==> src/hdl/qdot_pkg.sv <==
package qdot_pkg;

    localparam int BLOCK_VALUES = 32;
    localparam int HALF_VALUES  = BLOCK_VALUES / 2;
    localparam int IN_W         = 416;
    localparam int ACC_W        = 17;
    localparam int FIFO_DEPTH   = 4;
    localparam int FIFO_AW      = 2;
    localparam logic [31:0] QNAN    = 32'h7FC00000;
    localparam logic [30:0] INF_MAG = 31'h7F800000;

    typedef struct packed {
        logic signed [ACC_W-1:0] acc;
        logic [15:0]             wscale;
        logic [15:0]             ascale;
        logic                    last;
    } t_job;

    typedef struct packed {
        logic               full;
        logic               empty;
        logic [FIFO_AW:0]   count;
    } t_fifo_stat;

    // unrounded value: sig * 2^e, with special flags
    typedef struct packed {
        logic               nan;
        logic               inf;
        logic               zero;
        logic               sign;
        logic [47:0]        sig;
        logic signed [12:0] e;
    } t_unr;

    function automatic logic [31:0] half_to_single(input logic [15:0] h);
        logic [31:0] bits;
        logic [3:0]  k;
        logic [9:0]  m;
        k = 4'd0;
        m = h[9:0];
        if (h[14:10] == 5'h1f) begin
            bits = {h[15], 8'hff, h[9:0], 13'd0};
        end else if (h[14:10] != 5'd0) begin
            bits = {h[15], 8'(h[14:10]) + 8'd112, h[9:0], 13'd0};
        end else if (m == 10'd0) begin
            bits = {h[15], 31'd0};
        end else begin
            for (int i = 0; i < 10; i++) begin
                if (m[i]) k = 4'(i);
            end
            m = m << (4'd10 - k);
            bits = {h[15], 8'(k) + 8'd103, m, 13'd0};
        end
        return bits;
    endfunction

    function automatic logic is_nan(input logic [31:0] f);
        return (f[30:23] == 8'hff) && (f[22:0] != 23'd0);
    endfunction

    function automatic logic is_inf(input logic [31:0] f);
        return f[30:0] == INF_MAG;
    endfunction

    function automatic logic is_zero(input logic [31:0] f);
        return f[30:0] == 31'd0;
    endfunction

    function automatic logic [23:0] sig_of(input logic [31:0] f);
        return {f[30:23] != 8'd0, f[22:0]};
    endfunction

    // exponent of the significand's lsb
    function automatic logic signed [12:0] exp_of(input logic [31:0] f);
        logic signed [12:0] e;
        e = (f[30:23] == 8'd0) ? 13'sd1 : $signed({5'd0, f[30:23]});
        return e - 13'sd150;
    endfunction

    function automatic t_unr int_to_unr(input logic signed [ACC_W-1:0] a);
        t_unr u;
        logic [ACC_W-1:0] mag;
        mag    = a[ACC_W-1] ? ACC_W'(-a) : ACC_W'(a);
        u.nan  = 1'b0;
        u.inf  = 1'b0;
        u.zero = (a == '0);
        u.sign = a[ACC_W-1];
        u.sig  = 48'(mag);
        u.e    = 13'sd0;
        return u;
    endfunction

    function automatic t_unr mul_pre(input logic [31:0] a, input logic [31:0] b);
        t_unr u;
        u.nan  = is_nan(a) || is_nan(b) || (is_inf(a) && is_zero(b))
                 || (is_zero(a) && is_inf(b));
        u.inf  = is_inf(a) || is_inf(b);
        u.zero = is_zero(a) || is_zero(b);
        u.sign = a[31] ^ b[31];
        u.sig  = sig_of(a) * sig_of(b);
        u.e    = exp_of(a) + exp_of(b);
        return u;
    endfunction

    function automatic t_unr add_pre(input logic [31:0] a, input logic [31:0] b);
        t_unr        u;
        logic [31:0] bg;
        logic [31:0] sm;
        logic [26:0] mb;
        logic [26:0] ms;
        logic [12:0] d;
        logic [4:0]  dc;
        logic        lost;
        logic [27:0] s;
        if (a[30:0] >= b[30:0]) begin
            bg = a;
            sm = b;
        end else begin
            bg = b;
            sm = a;
        end
        d    = 13'(exp_of(bg) - exp_of(sm));
        dc   = (d > 13'd27) ? 5'd27 : 5'(d);
        mb   = {sig_of(bg), 3'd0};
        ms   = {sig_of(sm), 3'd0};
        lost = (ms & ((27'd1 << dc) - 27'd1)) != 27'd0;
        ms   = (ms >> dc) | 27'(lost);
        s    = (a[31] == b[31]) ? (28'(mb) + 28'(ms)) : (28'(mb) - 28'(ms));
        u.nan = is_nan(a) || is_nan(b) || (is_inf(a) && is_inf(b) && (a[31] != b[31]));
        u.inf = is_inf(a) || is_inf(b);
        u.sig = 48'(s);
        u.e   = exp_of(bg) - 13'sd3;
        if (u.inf) begin
            u.sign = is_inf(a) ? a[31] : b[31];
            u.zero = 1'b0;
        end else if (is_zero(a) && is_zero(b)) begin
            u.sign = a[31] & b[31];
            u.zero = 1'b1;
        end else begin
            u.zero = (s == 28'd0);
            u.sign = (s == 28'd0) ? 1'b0 : bg[31];
        end
        return u;
    endfunction

    // round to nearest even and pack
    function automatic logic [31:0] finish(input t_unr u);
        logic [5:0]         p;
        logic signed [12:0] sh;
        logic signed [12:0] shs;
        logic signed [12:0] ef;
        logic [5:0]         shc;
        logic [49:0]        ext;
        logic [24:0]        q;
        logic               g;
        logic               st;
        logic [33:0]        mag;
        p = 6'd0;
        for (int i = 0; i < 48; i++) begin
            if (u.sig[i]) p = 6'(i);
        end
        sh  = $signed({7'd0, p}) - 13'sd23;
        shs = -13'sd149 - u.e;
        if (shs > sh) sh = shs;
        ext = {2'b00, u.sig};
        if (sh <= 13'sd0) begin
            q = {1'b0, u.sig[23:0]} << 5'(-sh);
        end else begin
            shc = (sh > 13'sd49) ? 6'd49 : 6'(sh);
            q   = 25'(ext >> shc);
            g   = ext[shc - 6'd1];
            st  = (ext & ((50'd1 << (shc - 6'd1)) - 50'd1)) != 50'd0;
            q   = q + 25'(g & (st | q[0]));
        end
        ef  = sh + u.e + 13'sd149;
        mag = (34'(ef[9:0]) << 23) + 34'(q);
        if (u.nan) begin
            return QNAN;
        end else if (u.inf) begin
            return {u.sign, INF_MAG};
        end else if (u.zero) begin
            return {u.sign, 31'd0};
        end else if (mag >= 34'(INF_MAG)) begin
            return {u.sign, INF_MAG};
        end
        return {u.sign, mag[30:0]};
    endfunction

endpackage

==> src/hdl/qdot_fifo.sv <==
module qdot_fifo (
    input  logic                 i_clk,
    input  logic                 i_rst_n,
    input  logic                 i_push,
    input  qdot_pkg::t_job       i_job,
    input  logic                 i_pop,
    output qdot_pkg::t_job       o_head,
    output qdot_pkg::t_fifo_stat o_stat
);
    import qdot_pkg::*;

    t_job               r_mem [FIFO_DEPTH];
    logic [FIFO_AW-1:0] r_wr;
    logic [FIFO_AW-1:0] r_rd;
    logic [FIFO_AW:0]   r_cnt;

    assign o_head       = r_mem[r_rd];
    assign o_stat.count = r_cnt;
    assign o_stat.full  = (r_cnt == (FIFO_AW+1)'(FIFO_DEPTH));
    assign o_stat.empty = (r_cnt == '0);

    always_ff @(posedge i_clk) begin
        if (!i_rst_n) begin
            r_wr  <= '0;
            r_rd  <= '0;
            r_cnt <= '0;
        end else begin
            if (i_push) r_wr <= r_wr + 1'b1;
            if (i_pop)  r_rd <= r_rd + 1'b1;
            r_cnt <= r_cnt + (FIFO_AW+1)'(i_push) - (FIFO_AW+1)'(i_pop);
        end
        if (i_push) r_mem[r_wr] <= i_job;
    end

endmodule

==> config.mk <==
export PLATFORM = sky130hd
export DESIGN_NAME = qdot_fifo
export DESIGN_NICKNAME = d
export VERILOG_FILES = /design/src/hdl/qdot_pkg.sv /design/src/hdl/qdot_fifo.sv
export SDC_FILE = /design/constraint.sdc
export NUM_CORES = 1
export LEC_CHECK = 0
export ABC_AREA = 1
export BUFFER_PORTS_ARGS = -buffer_cell sky130_fd_sc_hd__clkbuf_2
export CAP_MARGIN = 30
export CORE_MARGIN = 3
export CORE_UTILIZATION = 62
export DETAILED_ROUTE_END_ITERATION = 6
export PLACE_DENSITY = 0.85
export SETUP_SLACK_MARGIN = 0.5
export SLEW_MARGIN = 15
export SYNTH_ARGS = -nofsm -noshare
export SYNTH_HDL_FRONTEND = slang
export SYNTH_SLANG_ARGS = --single-unit
==> constraint.sdc <==
create_clock -name i_clk -period 3.4 [get_ports i_clk]
set_input_delay 0.68 -clock i_clk [delete_from_list [all_inputs] [get_ports i_clk]]
set_output_delay 0.68 -clock i_clk [all_outputs]
set_load 0.02 [all_outputs]
==> metrics.csv <==
metric,value,unit
run_status,completed,
wl,15.7,mm
synth_most_common_cell,edfxtp_1,
p_comb_share,11.0,%
dpl_cell_area,9110,µm²
ys_ff_latch,209,
num-nets-final,806,
final_layout_size_suffix_gt1_share,23.4,%
fmax,0.376,GHz
pwr-share-seq,51.2,%
min_delay_path_depth,1,
instances_no_fill,934,
grt_use_total,20.7,%
cts_sinks,209,
hold_end,r_mem[2][26],
boundaryPins,109,
rr_startpoint,r_wr[1],
final_area,9790,µm²
hp-class,in2reg,
cts_hold_buf,0,
start_kind,flip-flop,
cts_setup_buffers,0,
cts-root-buf,clkbuf_16,
syn_avg_cell_area,13.3,µm²
htree_levels,1,
power.density,599,nW/µm²
first_global_vias,4962,
peakVddDrop,0.569,mV
clkTransAtPathRegs,0.06,ns
switchingPower,1370,µW
gp_congestion,0.737,
drc_errors,0,
path_max_fanout,45,
crit_chain,"buf_4, a21oi_1, o21ai_1, nand2_1, clkbuf_2",
cp.required,2.72,ns
grt_start_max_net_pins,81,
synth_area,8480,µm²
yosys.area.top_type_share,70.8,%
clk_latency,0.48,ns
cp_data_arrival_time,1.98,ns
whs,0.411,ns
synthArstFlopShare,0,%
antenna-diode-count,0,
cts_tree,built,
vias,5030,
core,13300,µm²
yosysWarnings,0,
synth_common_cells,"edfxtp_1, inv_1, nand2_1",
cap_viol_max_count,0,
wl_per_cell,16.8,µm
ys_types,17,
switching_share,23.4,%
yosysSeqAreaShare,73.0,%
yosys.area.top_type,edfxtp_1,
critPathMaxStageDelay,0.72,ns
worstMarginPinSlew,0.701,ns
io_buffers,108,
clock_power_share,37.9,%
rsz0062_at_grt,false,
dieArea,15100,µm²
synthTopCellsByArea,"edfxtp_1, inv_1, nand2_1, o211ai_2, a21oi_1",
slew_headroom,53.2,%
hp-start,i_job[26],
start_util,63.8,%
end_kind,primary output,
pre_cts_slack,1.09,ns
antenna_left,0,
critPathKind,reg2out,
r2r_setup_slack,1.57,ns
drt_iter0_markers,458,
dieWidth,123,µm
placed_cells,898,
cts.repair.resized,0,
synth-main-ff-cell,edfxtp_1,
r2r_end,r_mem[0][22],
antenna_found_initial,0,
grt-ovfl-total,0,
syn_inst,639,
synthToLayoutAreaGrowth,15.5,%
timing.critical_path.buf_inv,2,
viasPerCell,5.39,
min_period,2.66,ns
fin_crit_sh,78.1,%
grt_pass1_wl,24.3,mm
hold_violations,0,
setup_tns,0,ns
critPathTopFamily,flip-flops,
syn_nets,700,
internal_power,4500,µW
post-dp-hpwl,9.32,mm
setup_violations,0,
slew_violations,0,
clk_path_buf_depth,3,
synth_edf_count,200,
fin_ws,0.744,ns
worst_path_max_delay_cell,dfxtp_4,
rr_worst_depth,5,
firstDrtPassIters,5,
die_h,123,µm
leakage,0.00390,µW
filler_cell_count,848,
skew,0.00850,ns
cts_made_buffers,20,
rows,42,
-- worst register-to-register path, stage by stage (launching register included) --
cell and delay (ns):
dfxtp_1 0.34, inv_1 0.12, ha_1 0.16, nand2_1 0.06
inv_2 0.15, buf_4 0.57
-- metal layers --
layer	up-vias	global-route usage, %	wire length (µm)
met2	129	35.0	7940
met1	2445	27.2	6490
met4	0	7.77	372
met5	-	0	0
met3	31	3.52	883
li1	2425	-	-
-- power by group through the flow --
| stage | logic [µW] | registers (µW) | clock network [µW] |
|---|---|---|---|
| 2_1_floorplan | 436 | 3040 | 0 |
| 3_3_place_gp | 608 | 3050 | 0 |
| 3_5_place_dp | 636 | 3060 | 0 |
| 4_1_cts | 641 | 3010 | 2260 |
| 5_1_grt | 712 | 3010 | 2360 |
| 6_report | 645 | 3000 | 2220 |
-- cell type report --
cell class	instances	area [µm²]	area share, %
repair buffers	117	696	7.11
well taps	176	220	2.25
flip-flops and latches	209	6190	63.3
multi-input cells	281	1580	16.2
clock inverters	11	128	1.30
clock buffers	24	537	5.48
inverters	116	435	4.45
-- cells in the final DEF, fill, tap and decap left out, drive strengths merged --
| cell | synthesis | routed |
|---|---|---|
| edfxtp | 200 | 200 |
| clkbuf | 0 | 132 |
| inv | 116 | 116 |
| nand2 | 110 | 110 |
| a21oi | 56 | 56 |
| o21ai | 54 | 54 |
| o211ai | 50 | 50 |
| buf | 33 | 9 |
| dfxtp | 9 | 9 |
| clkinv | 0 | 7 |
| ha | 6 | 6 |
| bufinv | 0 | 3 |
| nor2 | 2 | 2 |
| nor3 | 1 | 1 |
| nand3 | 1 | 1 |
| fa | 1 | 1 |
| clkinvlp | 0 | 1 |
-- metrics by stage --
| stage | power, µW | util [%] |
|---|---|---|
| finish | 5870 | 73.6 |
| global route | 6090 | 73.6 |
| CTS | 5910 | 73.5 |
| detailed placement | 3700 | 68.5 |
| global placement | 3660 | 68.5 |
| floorplan | 3480 | - |
-- how the worst max path moves through the flow --
stage	start	endpoint	depth (start not counted)
2_1_floorplan	i_push	r_mem[0][0]	2
3_3_place_gp	flip-flop	o_head[47]	4
3_5_place_dp	flip-flop	o_head[6]	5
4_1_cts	flip-flop	o_head[39]	5
5_1_grt	flip-flop	o_head[22]	5
6_report	flip-flop	o_head[7]	5
-- registers in the layout (all words and copies together) (netlist names), named ones only --
register  cells
r_rd          2
r_cnt         3
r_wr          2
r_mem       200
-- kinds of logic after synthesis --
| kind of cell | Yosys count | share of synthesized area [%] |
|---|---|---|
| fa+ha+maj | 7 | 1.12 |
| buf+inv | 149 | 8.40 |
| compound gates | 160 | 12.5 |
| simple gates | 114 | 5.08 |
| flops | 209 | 73.0 |
Power figures use the tool's default switching activity.
