`src/hdl/qdot_pkg.sv`:
```
package qdot_pkg;

    localparam int BLOCK_VALUES = 32;
    localparam int HALF_VALUES  = BLOCK_VALUES / 2;
    localparam int IN_W         = 416;
    localparam int ACC_W        = 17;
    localparam int FIFO_DEPTH   = 4;
    localparam int FIFO_AW      = 2;
    localparam logic [31:0] QNAN    = 32'h7FC00000;
    localparam logic [30:0] INF_MAG = 31'h7F800000;

    typedef struct packed {
        logic signed [ACC_W-1:0] acc;
        logic [15:0]             wscale;
        logic [15:0]             ascale;
        logic                    last;
    } t_job;

    typedef struct packed {
        logic               full;
        logic               empty;
        logic [FIFO_AW:0]   count;
    } t_fifo_stat;

    // unrounded value: sig * 2^e, with special flags
    typedef struct packed {
        logic               nan;
        logic               inf;
        logic               zero;
        logic               sign;
        logic [47:0]        sig;
        logic signed [12:0] e;
    } t_unr;

    function automatic logic [31:0] half_to_single(input logic [15:0] h);
        logic [31:0] bits;
        logic [3:0]  k;
        logic [9:0]  m;
        k = 4'd0;
        m = h[9:0];
        if (h[14:10] == 5'h1f) begin
            bits = {h[15], 8'hff, h[9:0], 13'd0};
        end else if (h[14:10] != 5'd0) begin
            bits = {h[15], 8'(h[14:10]) + 8'd112, h[9:0], 13'd0};
        end else if (m == 10'd0) begin
            bits = {h[15], 31'd0};
        end else begin
            for (int i = 0; i < 10; i++) begin
                if (m[i]) k = 4'(i);
            end
            m = m << (4'd10 - k);
            bits = {h[15], 8'(k) + 8'd103, m, 13'd0};
        end
        return bits;
    endfunction

    function automatic logic is_nan(input logic [31:0] f);
        return (f[30:23] == 8'hff) && (f[22:0] != 23'd0);
    endfunction

    function automatic logic is_inf(input logic [31:0] f);
        return f[30:0] == INF_MAG;
    endfunction

    function automatic logic is_zero(input logic [31:0] f);
        return f[30:0] == 31'd0;
    endfunction

    function automatic logic [23:0] sig_of(input logic [31:0] f);
        return {f[30:23] != 8'd0, f[22:0]};
    endfunction

    // exponent of the significand's lsb
    function automatic logic signed [12:0] exp_of(input logic [31:0] f);
        logic signed [12:0] e;
        e = (f[30:23] == 8'd0) ? 13'sd1 : $signed({5'd0, f[30:23]});
        return e - 13'sd150;
    endfunction

    function automatic t_unr int_to_unr(input logic signed [ACC_W-1:0] a);
        t_unr u;
        logic [ACC_W-1:0] mag;
        mag    = a[ACC_W-1] ? ACC_W'(-a) : ACC_W'(a);
        u.nan  = 1'b0;
        u.inf  = 1'b0;
        u.zero = (a == '0);
        u.sign = a[ACC_W-1];
        u.sig  = 48'(mag);
        u.e    = 13'sd0;
        return u;
    endfunction

    function automatic t_unr mul_pre(input logic [31:0] a, input logic [31:0] b);
        t_unr u;
        u.nan  = is_nan(a) || is_nan(b) || (is_inf(a) && is_zero(b))
                 || (is_zero(a) && is_inf(b));
        u.inf  = is_inf(a) || is_inf(b);
        u.zero = is_zero(a) || is_zero(b);
        u.sign = a[31] ^ b[31];
        u.sig  = sig_of(a) * sig_of(b);
        u.e    = exp_of(a) + exp_of(b);
        return u;
    endfunction

    function automatic t_unr add_pre(input logic [31:0] a, input logic [31:0] b);
        t_unr        u;
        logic [31:0] bg;
        logic [31:0] sm;
        logic [26:0] mb;
        logic [26:0] ms;
        logic [12:0] d;
        logic [4:0]  dc;
        logic        lost;
        logic [27:0] s;
        if (a[30:0] >= b[30:0]) begin
            bg = a;
            sm = b;
        end else begin
            bg = b;
            sm = a;
        end
        d    = 13'(exp_of(bg) - exp_of(sm));
        dc   = (d > 13'd27) ? 5'd27 : 5'(d);
        mb   = {sig_of(bg), 3'd0};
        ms   = {sig_of(sm), 3'd0};
        lost = (ms & ((27'd1 << dc) - 27'd1)) != 27'd0;
        ms   = (ms >> dc) | 27'(lost);
        s    = (a[31] == b[31]) ? (28'(mb) + 28'(ms)) : (28'(mb) - 28'(ms));
        u.nan = is_nan(a) || is_nan(b) || (is_inf(a) && is_inf(b) && (a[31] != b[31]));
        u.inf = is_inf(a) || is_inf(b);
        u.sig = 48'(s);
        u.e   = exp_of(bg) - 13'sd3;
        if (u.inf) begin
            u.sign = is_inf(a) ? a[31] : b[31];
            u.zero = 1'b0;
        end else if (is_zero(a) && is_zero(b)) begin
            u.sign = a[31] & b[31];
            u.zero = 1'b1;
        end else begin
            u.zero = (s == 28'd0);
            u.sign = (s == 28'd0) ? 1'b0 : bg[31];
        end
        return u;
    endfunction

    // round to nearest even and pack
    function automatic logic [31:0] finish(input t_unr u);
        logic [5:0]         p;
        logic signed [12:0] sh;
        logic signed [12:0] shs;
        logic signed [12:0] ef;
        logic [5:0]         shc;
        logic [49:0]        ext;
        logic [24:0]        q;
        logic               g;
        logic               st;
        logic [33:0]        mag;
        p = 6'd0;
        for (int i = 0; i < 48; i++) begin
            if (u.sig[i]) p = 6'(i);
        end
        sh  = $signed({7'd0, p}) - 13'sd23;
        shs = -13'sd149 - u.e;
        if (shs > sh) sh = shs;
        ext = {2'b00, u.sig};
        if (sh <= 13'sd0) begin
            q = {1'b0, u.sig[23:0]} << 5'(-sh);
        end else begin
            shc = (sh > 13'sd49) ? 6'd49 : 6'(sh);
            q   = 25'(ext >> shc);
            g   = ext[shc - 6'd1];
            st  = (ext & ((50'd1 << (shc - 6'd1)) - 50'd1)) != 50'd0;
            q   = q + 25'(g & (st | q[0]));
        end
        ef  = sh + u.e + 13'sd149;
        mag = (34'(ef[9:0]) << 23) + 34'(q);
        if (u.nan) begin
            return QNAN;
        end else if (u.inf) begin
            return {u.sign, INF_MAG};
        end else if (u.zero) begin
            return {u.sign, 31'd0};
        end else if (mag >= 34'(INF_MAG)) begin
            return {u.sign, INF_MAG};
        end
        return {u.sign, mag[30:0]};
    endfunction

endpackage

```
`src/hdl/qdot_back.sv`:
```
module qdot_back (
    input  logic           i_clk,
    input  logic           i_rst_n,
    input  qdot_pkg::t_job i_head,
    input  logic           i_empty,
    output logic           o_pop,
    output logic           o_m_axis_tvalid,
    input  logic           i_m_axis_tready,
    output logic [31:0]    o_m_axis_tdata
);
    import qdot_pkg::*;

    typedef enum logic [8:0] {
        S_IDLE = 9'b000000001,
        S_CVT  = 9'b000000010,
        S_RNDI = 9'b000000100,
        S_MUL1 = 9'b000001000,
        S_RND1 = 9'b000010000,
        S_MUL2 = 9'b000100000,
        S_RND2 = 9'b001000000,
        S_ADD  = 9'b010000000,
        S_RNDA = 9'b100000000
    } t_state;

    t_state      r_state;
    t_job        r_job;
    logic [31:0] r_dx;
    logic [31:0] r_dy;
    logic [31:0] r_t;
    t_unr        r_u;
    logic [31:0] r_sum;
    logic [31:0] r_out;
    logic        r_ovalid;
    logic [31:0] w_rnd;
    logic        w_oslot;

    assign o_pop           = (r_state == S_IDLE) && !i_empty;
    assign w_rnd           = finish(r_u);
    assign w_oslot         = !r_ovalid || i_m_axis_tready;
    assign o_m_axis_tvalid = r_ovalid;
    assign o_m_axis_tdata  = r_out;

    always_ff @(posedge i_clk) begin
        if (!i_rst_n) begin
            r_state  <= S_IDLE;
            r_sum    <= 32'd0;
            r_ovalid <= 1'b0;
        end else begin
            if ((r_state == S_RNDA) && r_job.last && w_oslot) begin
                r_ovalid <= 1'b1;
            end else if (i_m_axis_tready) begin
                r_ovalid <= 1'b0;
            end
            case (r_state)
                S_IDLE: if (!i_empty) r_state <= S_CVT;
                S_CVT:  r_state <= S_RNDI;
                S_RNDI: r_state <= S_MUL1;
                S_MUL1: r_state <= S_RND1;
                S_RND1: r_state <= S_MUL2;
                S_MUL2: r_state <= S_RND2;
                S_RND2: r_state <= S_ADD;
                S_ADD:  r_state <= S_RNDA;
                S_RNDA: begin
                    // a last beat waits for the output slot
                    if (!r_job.last) begin
                        r_sum   <= w_rnd;
                        r_state <= S_IDLE;
                    end else if (w_oslot) begin
                        r_sum    <= 32'd0;
                        r_state  <= S_IDLE;
                    end
                end
                default: r_state <= S_IDLE;
            endcase
        end
        case (r_state)
            S_IDLE: r_job <= i_head;
            S_CVT: begin
                r_u  <= int_to_unr(r_job.acc);
                r_dx <= half_to_single(r_job.wscale);
                r_dy <= half_to_single(r_job.ascale);
            end
            S_RNDI, S_RND1, S_RND2: r_t <= w_rnd;
            S_MUL1: r_u <= mul_pre(r_t, r_dx);
            S_MUL2: r_u <= mul_pre(r_t, r_dy);
            S_ADD:  r_u <= add_pre(r_sum, r_t);
            S_RNDA: if (r_job.last && w_oslot) r_out <= w_rnd;
            default: r_t <= r_t;
        endcase
    end

endmodule

```
`config.mk`:
```
export PLATFORM = sky130hd
export DESIGN_NAME = qdot_back
export DESIGN_NICKNAME = d
export VERILOG_FILES = /design/src/hdl/qdot_pkg.sv /design/src/hdl/qdot_back.sv
export SDC_FILE = /design/constraint.sdc
export NUM_CORES = 2
export LEC_CHECK = 0
export CAP_MARGIN = 10
export CORE_MARGIN = 2
export CORE_UTILIZATION = 36
export DETAILED_ROUTE_END_ITERATION = 10
export DONT_BUFFER_PORTS = 1
export PLACE_DENSITY_LB_ADDON = 0.2
export RECOVER_POWER = 25
export SYNTH_ARGS = -nofsm -noshare
export SYNTH_HDL_FRONTEND = slang
export SYNTH_SLANG_ARGS = --single-unit
```
`constraint.sdc`:
```
create_clock -name i_clk -period 11 [get_ports i_clk]
set_input_delay 2.2 -clock i_clk [delete_from_list [all_inputs] [get_ports i_clk]]
set_output_delay 2.2 -clock i_clk [all_outputs]
set_load 0.02 [all_outputs]
```
==> impl_metrics.env <==
export IMPL_status="finished with violations"
export IMPL_failed_checks="max-capacitance violations, max-slew violations"
export IMPL_clkLatencyLatePin_ns=0.63
export IMPL_clockBufferDepth=3
export IMPL_cpMostUsedCell="buf_4"
export IMPL_synth_cell_type_count=129
export IMPL_tightest_slew_ns=2.487
export IMPL_wl_per_cell_um=25.71
export IMPL_hpwl_um=167500
export IMPL_dieArea_mm2=0.1363
export IMPL_synth_seq_area_share_pct=15.01
export IMPL_dr_pass1_iters=6
export IMPL_initial_utilization_pct=36.12
export IMPL_grt_max_degree=61
export IMPL_tns_ns=0
export IMPL_finalWorstSetupSlack_ns=0.1638
export IMPL_drtIter0Drc=5043
export IMPL_nets=7385
export IMPL_hold_viol=0
export IMPL_crit_type="reg -> reg"
export IMPL_syn_area_mm2=0.04802
export IMPL_crit_path_end_kind="flip-flop"
export IMPL_path_clk_slew_ns=0.06
export IMPL_post_synth_top_area_cell="fa_1"
export IMPL_leakage_uw=0.02581
export IMPL_die_y_um=369.2
export IMPL_holdBufCountCts=0
export IMPL_crit_path_max_fanout=8
export IMPL_synth_edf_count=212
export IMPL_grt_pass1_vias=46816
export IMPL_io_pins=88
export IMPL_ys_top_cells_by_area="fa_1 17%, edfxtp_1 13%, ha_1 13%"
export IMPL_maxSlewViolCount=71
export IMPL_chipWidth_um=369.2
export IMPL_yosysTopAreaCellShare_pct=16.72
export IMPL_portBuffers=0
export IMPL_gp_congestion=1.025
export IMPL_timing_final_crit_share_pct=98.51
export IMPL_cts_max_level=1
export IMPL_ys_flop_type="edfxtp_1"
export IMPL_clock_sinks=254
export IMPL_drc=0
export IMPL_crit_arrival_ns=11.35
export IMPL_drv_cap=2
export IMPL_hp_class="reg -> reg"
export IMPL_wl_um=211600
export IMPL_postSynthNetCount=6860
export IMPL_fp_row_count=134
export IMPL_final_area_mm2=0.05749
export IMPL_areaGrowthSynthToFinish_pct=19.71
export IMPL_vias=48089
export IMPL_vias_per_cell=5.845
export IMPL_cts_root_buffer="clkbuf_16"
export IMPL_peakVddDrop_v=0.0001282
export IMPL_slowest_stage="or4b_4"
export IMPL_timing_fmax_mhz=92.28
export IMPL_dp_slack_ns=-0.4295
export IMPL_fin_skew_ns=0.01949
export IMPL_grt_overflow_total=0
export IMPL_hold_slack_ns=0.4320
export IMPL_netlist_instances=5909
export IMPL_drive_above_1_share_pct=18.60
export IMPL_required_ns=11.51
export IMPL_ant_nets=0
export IMPL_max_slew_margin_pct=-65.83
export IMPL_track_usage_pct=30.28
export IMPL_period_needed_ns=10.84
export IMPL_p_per_area_mw_per_mm2=125.0
export IMPL_finalPower_uw=7185
export IMPL_syn_area_per_cell_um2=8.127
export IMPL_critPathLaunchType="flip-flop"
export IMPL_synthArstFlopShare_pct=0
export IMPL_grt_pass1_wl_um=311100
export IMPL_slowest_delay_ns=0.54
export IMPL_dpl_cell_area_mm2=0.05535
export IMPL_cts_tree="done"
export IMPL_core_mm2=0.1330
export IMPL_antenna_found_initial=9
export IMPL_cts_made_buffers=30
export IMPL_yosysWarningCount=0
export IMPL_ys_ff_latch=254
export IMPL_setup_viol=0
placed cells by master, fill, tap and decap left out, drive strengths merged, types with 62 or more instances in the layout:
| cell type | Yosys | final |
|---|---|---|
| xor2 | 62 | 62 |
| xnor2 | 119 | 119 |
| buf | 80 | 880 |
| nor2 | 395 | 395 |
| and2 | 282 | 282 |
| nand3 | 165 | 165 |
| edfxtp | 212 | 212 |
| inv | 599 | 600 |
| ha | 496 | 496 |
| nand2 | 729 | 729 |
| nor4 | 71 | 71 |
| a21oi | 236 | 236 |
| o211ai | 87 | 87 |
| mux2i | 151 | 151 |
| o21ai | 335 | 335 |
| fa | 401 | 401 |
| nor3 | 131 | 131 |
| a31oi | 63 | 63 |
cells in the mapped netlist, types with 126 or more instances:
master	count
nor2_1	390
nand2_1	727
inv_1	594
and2_1	279
ha_1	496
clkbuf_1	308
nor3_1	126
nand3_1	163
a21oi_1	231
mux2i_1	149
edfxtp_1	212
o21ai_0	316
fa_1	401
cell type report:
type,count,area [um^2]
fillers,13417,75470
clock inverters,21,257.7
clock buffers,35,769.5
well taps,1768,2212
flip-flops and latches,254,7207
multi-input cells,4665,37940
inverters,601,2270
repair buffers,882,6828
diodes,2,5.005
per-stage QoR:
step           util, %  instances
5_1_grt          43.24       8227
6_report         43.24       8228
3_5_place_dp     41.63       8143
2_1_floorplan        -       5909
4_1_cts          42.50       8201
3_3_place_gp     41.63       8143
registers in the layout (all words and copies together), names as in the netlist, 9 cells and up:
signal,cells
o_m_axis_tdata,32
r_dx,18
r_dy,18
r_job,50
r_state,9
r_sum,32
r_t,32
r_u,62
layer usage:
metal	vias to the layer above	track usage (%)	routed length, um
met2	2184	47.26	93250
li1	21754	-	-
met4	2	10.36	8637
met1	23785	41.87	91380
met5	-	0	12
met3	364	5.511	18280
logic make-up (layout without fill, tap and decap cells):
logic type / after synthesis / count (layout) / share of synthesized area, %
AOI/OAI and AO/OA: 1324 / 1324 / 18.87
buffers and inverters: 990 / 1539 / 8.053
other: 0 / 2 / 0
muxes: 178 / 178 / 4.002
DFF: 254 / 254 / 15.01
and+or+nand+nor: 2085 / 2085 / 21.13
adders and majority gates: 897 / 897 / 29.64
xor gates and xnor gates: 181 / 181 / 3.301
path summary, 6_finish.rpt:
kind	startpoint	endpoint	slack [ns]	depth (start not counted)
max	r_u[27]$_DFFE_PP_	r_sum[22]$_SDFFE_PN0P_	0.16	49
min	r_job[16]$_DFFE_PN_	r_dy[31]$_DFFE_PP_	0.43	0
max reg2reg	r_u[27]$_DFFE_PP_	r_sum[22]$_SDFFE_PN0P_	0.16	49
min reg2reg	r_job[16]$_DFFE_PN_	r_dy[31]$_DFFE_PP_	0.43	0
what timing repair did:
item / CTS / global route
resized for setup: 24 / 163
setup endpoints to repair: 90 / 101
setup buffers: 2 / 25
pin swaps: 2 / 54
gates cloned: 0 / 0
power by group:
group | switching [uW] | internal (uW) | total, uW
logic | 2830 | 2080 | 4910
clock network | 468 | 620 | 1090
registers | 79.6 | 1110 | 1190
critical path, delay by kind of cell, from the launching register on:
kind | cells | cell delay, ns
DFF | 1 | 0.42
AOI/OAI and AO/OA | 17 | 3.55
muxes | 1 | 0.16
and+or+nand+nor | 13 | 3.45
xor gates and xnor gates | 2 | 0.37
buffers and inverters | 13 | 2.02
adders and majority gates | 3 | 0.72
Power figures use the tool's default switching activity.
